File: src/design/modexp_pkg.sv
// Shared widths and constants for the modular exponentiation block.
package modexp_pkg;

    localparam int FIELD_WIDTH = 32;
    localparam int CFG_WIDTH   = 32;

    localparam logic [CFG_WIDTH-1:0] MODULUS_RESET = 32'd1000000007;

    typedef logic [FIELD_WIDTH-1:0] field_t;
    typedef logic [CFG_WIDTH-1:0]   cfg_word_t;

endpackage

File: src/design/modexp_modmul.sv
// Bit-serial interleaved modular multiplier, one multiplier bit per cycle.
module modexp_modmul #(
    parameter int OPERAND_WIDTH = 32
) (
    input  logic                     clk,
    input  logic                     rst_n,
    input  logic                     start,
    input  logic [OPERAND_WIDTH-1:0] mult_a,
    input  logic [OPERAND_WIDTH-1:0] mult_b,
    input  logic [OPERAND_WIDTH:0]   modulus,
    output logic                     done,
    output logic [OPERAND_WIDTH-1:0] product
);
    localparam int W     = OPERAND_WIDTH;
    localparam int CNT_W = $clog2(OPERAND_WIDTH + 1);

    logic             busy_reg;
    logic             done_reg;
    logic [CNT_W-1:0] cnt_reg;
    logic [W-1:0]     a_sr_reg;
    logic [W-1:0]     b_reg;
    logic [W:0]       m_reg;
    logic [W-1:0]     r_reg;
    logic [W-1:0]     r_next;

    logic [W+1:0] mod_w;
    logic [W+1:0] dbl;
    logic [W+1:0] dbl_red;
    logic [W+1:0] sum;
    logic [W+1:0] sum_red;

    always_comb
    begin
        mod_w   = {1'b0, m_reg};
        dbl     = {1'b0, r_reg, 1'b0};
        dbl_red = (dbl >= mod_w) ? (dbl - mod_w) : dbl;
        sum     = dbl_red + (a_sr_reg[W-1] ? {2'b00, b_reg} : '0);
        sum_red = (sum >= mod_w) ? (sum - mod_w) : sum;
        r_next  = sum_red[W-1:0];
    end

    always_ff @(posedge clk or negedge rst_n)
    begin
        if (!rst_n)
        begin
            busy_reg <= 1'b0;
            done_reg <= 1'b0;
            cnt_reg  <= '0;
        end
        else
        begin
            done_reg <= 1'b0;
            if (start)
            begin
                busy_reg <= 1'b1;
                cnt_reg  <= CNT_W'(OPERAND_WIDTH);
            end
            else if (busy_reg)
            begin
                cnt_reg <= cnt_reg - CNT_W'(1);
                if (cnt_reg == CNT_W'(1))
                begin
                    busy_reg <= 1'b0;
                    done_reg <= 1'b1;
                end
            end
        end
    end

    always_ff @(posedge clk)
    begin
        if (start)
        begin
            a_sr_reg <= mult_a;
            b_reg    <= mult_b;
            m_reg    <= modulus;
            r_reg    <= '0;
        end
        else if (busy_reg)
        begin
            a_sr_reg <= {a_sr_reg[W-2:0], 1'b0};
            r_reg    <= r_next;
        end
    end

    assign done    = done_reg;
    assign product = r_reg;

endmodule

File: src/design/modular_exponentiation.sv
// Top level: square-and-multiply sequencer, modulus register and result register.
//
// Computes base_value to the power exponent modulo the configured modulus, using the
// low OPERAND_WIDTH bits of each. A modulus of zero acts as 2^OPERAND_WIDTH; an
// exponent of zero gives 1. One request is in work at a time; a finished result
// waits in its own register, so the next request is taken while it is pending.
// All products come from one bit-serial modular multiplier that handles one multiplier
// bit per cycle. A request takes one product to reduce the base, then, from the lowest
// exponent bit up to the highest set one, a multiply for each set bit and a squaring
// for each bit; a zero exponent takes the reduction alone.
module modular_exponentiation #(
    parameter int OPERAND_WIDTH = 32
) (
    input  logic                   clk,
    input  logic                   rst_n,
    input  logic                   cfg_we,
    input  modexp_pkg::cfg_word_t  cfg_wdata,
    input  logic                   in_valid,
    output logic                   in_stall,
    input  modexp_pkg::field_t     base_value,
    input  modexp_pkg::field_t     exponent,
    output logic                   out_valid,
    input  logic                   out_stall,
    output modexp_pkg::field_t     power_result
);
    import modexp_pkg::*;

    localparam int W = OPERAND_WIDTH;

    localparam logic [2:0] S_IDLE = 3'd0;
    localparam logic [2:0] S_RED  = 3'd1;
    localparam logic [2:0] S_TEST = 3'd2;
    localparam logic [2:0] S_MUL  = 3'd3;
    localparam logic [2:0] S_SQR  = 3'd4;
    localparam logic [2:0] S_FIN  = 3'd5;

    cfg_word_t  modulus_reg;
    logic [2:0] state_reg,  state_next;
    logic       start_reg,  start_next;
    logic [W-1:0] mul_a_reg, mul_a_next;
    logic [W-1:0] mul_b_reg, mul_b_next;
    logic [W:0]   mod_reg,   mod_next;
    logic [W-1:0] exp_reg,   exp_next;
    logic [W-1:0] acc_reg,   acc_next;
    logic [W-1:0] pw_reg,    pw_next;
    logic         out_valid_reg, out_valid_next;
    logic [W-1:0] result_reg,    result_next;

    logic [W-1:0] mod_masked;
    logic [W:0]   mod_ext;
    logic [W-1:0] one_red;
    logic         mul_done;
    logic [W-1:0] mul_product;

    always_comb
    begin
        mod_masked = modulus_reg[W-1:0];
        mod_ext    = (mod_masked == '0) ? {1'b1, {W{1'b0}}} : {1'b0, mod_masked};
        one_red    = (mod_ext == (W+1)'(1)) ? '0 : W'(1);
    end

    modexp_modmul #(
        .OPERAND_WIDTH(OPERAND_WIDTH)
    ) u_modmul (
        .clk    (clk),
        .rst_n  (rst_n),
        .start  (start_reg),
        .mult_a (mul_a_reg),
        .mult_b (mul_b_reg),
        .modulus(mod_reg),
        .done   (mul_done),
        .product(mul_product)
    );

    always_comb
    begin
        state_next     = state_reg;
        start_next     = 1'b0;
        mul_a_next     = mul_a_reg;
        mul_b_next     = mul_b_reg;
        mod_next       = mod_reg;
        exp_next       = exp_reg;
        acc_next       = acc_reg;
        pw_next        = pw_reg;
        out_valid_next = out_valid_reg && out_stall;
        result_next    = result_reg;

        case (state_reg)
            S_IDLE:
            begin
                if (in_valid)
                begin
                    start_next = 1'b1;
                    mul_a_next = base_value[W-1:0];
                    mul_b_next = one_red;
                    mod_next   = mod_ext;
                    exp_next   = exponent[W-1:0];
                    acc_next   = W'(1);
                    state_next = S_RED;
                end
            end
            S_RED:
            begin
                if (mul_done)
                begin
                    pw_next    = mul_product;
                    state_next = S_TEST;
                end
            end
            S_TEST:
            begin
                start_next = (exp_reg != '0);
                if (exp_reg == '0)
                begin
                    state_next = S_FIN;
                end
                else if (exp_reg[0])
                begin
                    mul_a_next = acc_reg;
                    mul_b_next = pw_reg;
                    state_next = S_MUL;
                end
                else
                begin
                    mul_a_next = pw_reg;
                    mul_b_next = pw_reg;
                    state_next = S_SQR;
                end
            end
            S_MUL:
            begin
                if (mul_done)
                begin
                    acc_next   = mul_product;
                    start_next = 1'b1;
                    mul_a_next = pw_reg;
                    mul_b_next = pw_reg;
                    state_next = S_SQR;
                end
            end
            S_SQR:
            begin
                if (mul_done)
                begin
                    pw_next    = mul_product;
                    exp_next   = exp_reg >> 1;
                    state_next = S_TEST;
                end
            end
            S_FIN:
            begin
                if (!out_valid_reg || !out_stall)
                begin
                    out_valid_next = 1'b1;
                    result_next    = acc_reg;
                    state_next     = S_IDLE;
                end
            end
            default:
            begin
                state_next = S_IDLE;
            end
        endcase
    end

    always_ff @(posedge clk or negedge rst_n)
    begin
        if (!rst_n)
        begin
            modulus_reg   <= MODULUS_RESET;
            state_reg     <= S_IDLE;
            start_reg     <= 1'b0;
            out_valid_reg <= 1'b0;
        end
        else
        begin
            if (cfg_we)
            begin
                modulus_reg <= cfg_wdata;
            end
            state_reg     <= state_next;
            start_reg     <= start_next;
            out_valid_reg <= out_valid_next;
        end
    end

    always_ff @(posedge clk)
    begin
        mul_a_reg  <= mul_a_next;
        mul_b_reg  <= mul_b_next;
        mod_reg    <= mod_next;
        exp_reg    <= exp_next;
        acc_reg    <= acc_next;
        pw_reg     <= pw_next;
        result_reg <= result_next;
    end

    assign in_stall     = (state_reg != S_IDLE);
    assign out_valid    = out_valid_reg;
    assign power_result = FIELD_WIDTH'(result_reg);

endmodule

File: config.mk
export PLATFORM = sky130hd
export DESIGN_NAME = modular_exponentiation
export DESIGN_NICKNAME = d
export VERILOG_FILES = /design/src/design/modexp_pkg.sv /design/src/design/modexp_modmul.sv /design/src/design/modular_exponentiation.sv
export SDC_FILE = /design/constraint.sdc
export NUM_CORES = 1
export LEC_CHECK = 0
export ABC_CLOCK_PERIOD_IN_PS = 12300
export BUFFER_PORTS_ARGS = -buffer_cell sky130_fd_sc_hd__buf_2
export CAP_MARGIN = 25
export CORE_MARGIN = 2
export CORE_UTILIZATION = 50
export CTS_CLUSTER_DIAMETER = 60
export DETAILED_ROUTE_END_ITERATION = 6
export PLACE_DENSITY = 0.68
export SLEW_MARGIN = 20
export SYNTH_ARGS = -nofsm -noshare
export SYNTH_HDL_FRONTEND = slang
export SYNTH_SLANG_ARGS = --single-unit
File: constraint.sdc
create_clock -name clk -period 12.3 [get_ports clk]
set_input_delay 1.845 -clock clk [delete_from_list [all_inputs] [get_ports clk]]
set_output_delay 1.845 -clock clk [all_outputs]
set_load 0.05 [all_outputs]
==> out/qor.yml <==
crit_type: "reg2reg"
drt_wl_total_um: 50400
ios: 135
place_ws_ns: 3.60
via_count: 14340
max-slew-margin-rel_pct: 25.6
start_kind: "register"
fmax_mhz: 113
cts_sinks: 399
finalCritPeriodShare_pct: 72.3
cts-htree-levels: 2
synth_cell_types: 82
place_congestion: 0.897
netlist.top_cell.by_area: "edfxtp_1"
die_y_um: 209
crit_path_end_kind: "register"
track_usage_pct: 23.1
die_area_mm2: 0.0437
grt_max_degree: 68
whs_ns: 0.415
core.rowCount: 75
drt-pass1-iter-count: 5
finalHoldViolations: 0
cp.required_ns: 12.79
rrSetupSlack_ns: 3.41
routedWlPerCell_um: 20.4
peakVddDrop_mv: 0.0879
die_width_um: 209
crit_family: "compound AO/OA/AOI/OAI gates"
min_period_ns: 8.89
seqCellArea_mm2: 0.0115
grt_overflow: 0
grt_pass1_wl_um: 78300
port_buffers: 134
cts_max_path_buffers: 3
yosysWarnings: 0
detail-route-antenna-nets: 0
antenna_found_initial: 0
clkTransAtPathRegs_ns: 0.06
cts_buffers: 45
synth-seq-area-share_pct: 54.5
worstPathMaxFanout: 48
cap_viol_max_count: 0
hold_class: "reg2reg"
synth_edf_count: 322
crit_slowest_cell: "a41o_1"
async_reset_ff_share_pct: 11.3
n_fill_cell: 3474
yosysMostFrequentCell: "edfxtp_1"
final_layout_size_suffix_gt1_share_pct: 19.8
multiInputGateArea_mm2: 0.00894
cts_resized: 0
crit_buf_inv: 1
clkLatencyLatePin_ns: 0.58
setup_slack_ns: 3.41
setup_viol: 0
drtIter0Drc: 1497
fin_worst_skew_ns: 0.0173
synth.area.top_cells: "edfxtp_1 46%, ha_1 6.0%, mux2_2 5.6%, dfrtp_1 3.5%, dfxtp_1 3.0%"
path_depth: 28
syn_area_mm2: 0.0210
post_cts_buffers: 0
cts_hold_buffers: 0
area_growth_pct: 12.4
fin_tns_setup_ns: 0
p_leak_nw: 8.95
cpPeakStageDelay_ns: 0.91
ys_ff_latch: 399
synth.top_cell.area_share_pct: 46.0
clockRootBuffer: "clkbuf_16"
avgSynthCellArea_um2: 11.7
critPathArrivalTime_ns: 9.38
fin_nets: 2100
grt_pass1_vias: 13998
synth_commonest_cells: "322 x edfxtp_1, 149 x nor2_1, 125 x a21oi_1, 105 x mux2_2, 100 x ha_1"
power.density_mw_per_mm2: 118
r2r_cells: 28
holdPathStages: 0
start_util_pct: 50.3
rsz0062_at_grt: "false"
core_area_mm2: 0.0418
status: "finished clean"
synth_nets: 2002
drc_errors: 0
hpwl_um: 37300
synthCells: 1798
worstMarginPinSlew_ns: 1.10
viasPerCell: 5.80
n_antenna_cell: 0
cts_tree: "built"
drv_slew: 0
ys.flop_type: "edfxtp_1"
==> power by group <==
part | internal [W] | switching [W]
clock | 0.000733 | 0.000551
combinational | 0.0000243 | 0.0000161
sequential | 0.00146 | 0.00000910
total | 0.00222 | 0.000576
==> cell families (layout without fill, tap and decap cells) <==
kind of cell | after synthesis | in the layout | synth area share, %
flops | 399 | 399 | 54.5
buf+inv | 172 | 306 | 3.23
mux | 140 | 140 | 7.29
fa+ha+maj | 103 | 103 | 6.24
simple gates | 491 | 491 | 11.9
xor+xnor | 88 | 88 | 3.67
compound gates | 405 | 405 | 13.1
==> worst reg2reg max path, delay by kind of cell (launching register included) <==
family                   cells  cell delay (ns)
multiplexers                 1             0.42
adder cells (fa/ha/maj)      3             1.19
buffers and inverters        1             0.44
flip-flops                   1             0.40
AO/OA/AOI/OAI               14             4.32
XOR/XNOR                     1             0.17
AND/OR/NAND/NOR              8             1.86
==> metal layers <==
layer | GRT usage, % | vias to the layer above | wire length (um)
met2 | 34.2 | 467 | 21500
met4 | 6.97 | 0 | 1140
li1 | - | 6907 | -
met5 | 0 | - | 0
met1 | 34.6 | 6898 | 24300
met3 | 4.13 | 68 | 3370
==> area by class of cell <==
cell class                 instances  share of cell area (%)
sequential                       399                    48.5
clock buffer                      55                    4.97
clock inverter                    28                    1.09
tap                              539                    2.85
timing repair buffer             153                    3.63
multi-input combinational       1227                    37.8
inverter                          70                    1.11
==> final timing paths <==
| check | startpoint | endpoint |
|---|---|---|
| min reg2reg | mul_b_reg[17]$_SDFFCE_PP0P_ | u_modmul.b_reg[17]$_DFFE_PP_ |
| max | u_modmul.product[16]$_SDFFE_PP0P_ | u_modmul.product[4]$_SDFFE_PP0P_ |
| max in group asynchronous | rst_n | mod_masked[2]$_DFFE_PN1P_ |
| min | mul_b_reg[17]$_SDFFCE_PP0P_ | u_modmul.b_reg[17]$_DFFE_PP_ |
| max reg2reg | u_modmul.product[16]$_SDFFE_PP0P_ | u_modmul.product[4]$_SDFFE_PP0P_ |
| min in group asynchronous | rst_n | u_modmul.cnt_reg[1]$_DFFE_PN0P_ |
==> cells in the final DEF (no fill, tap or decap), drive strengths merged, types with 43 or more instances in the layout <==
master and instances:
clkbuf 55, o21ai 63, xnor2 59, buf 153, edfxtp 322, and2 77, a21oi 126, ha 100
inv 74, nand2 70, nor2 150, and3 43, mux2 105
==> through the flow <==
step | cells | power (W) | cell area (um^2) | utilization (%)
after floorplan | 1798 | 0.00152 | 21000 | -
after global placement | 2385 | 0.00154 | 22100 | 53.0
after detailed placement | 2387 | 0.00154 | 22200 | 53.1
after CTS | 2470 | 0.00282 | 23600 | 56.5
after global routing | 2471 | 0.00288 | 23600 | 56.6
final | 2471 | 0.00279 | 23600 | 56.6
No activity file was read; power rests on OpenSTA's default activity.
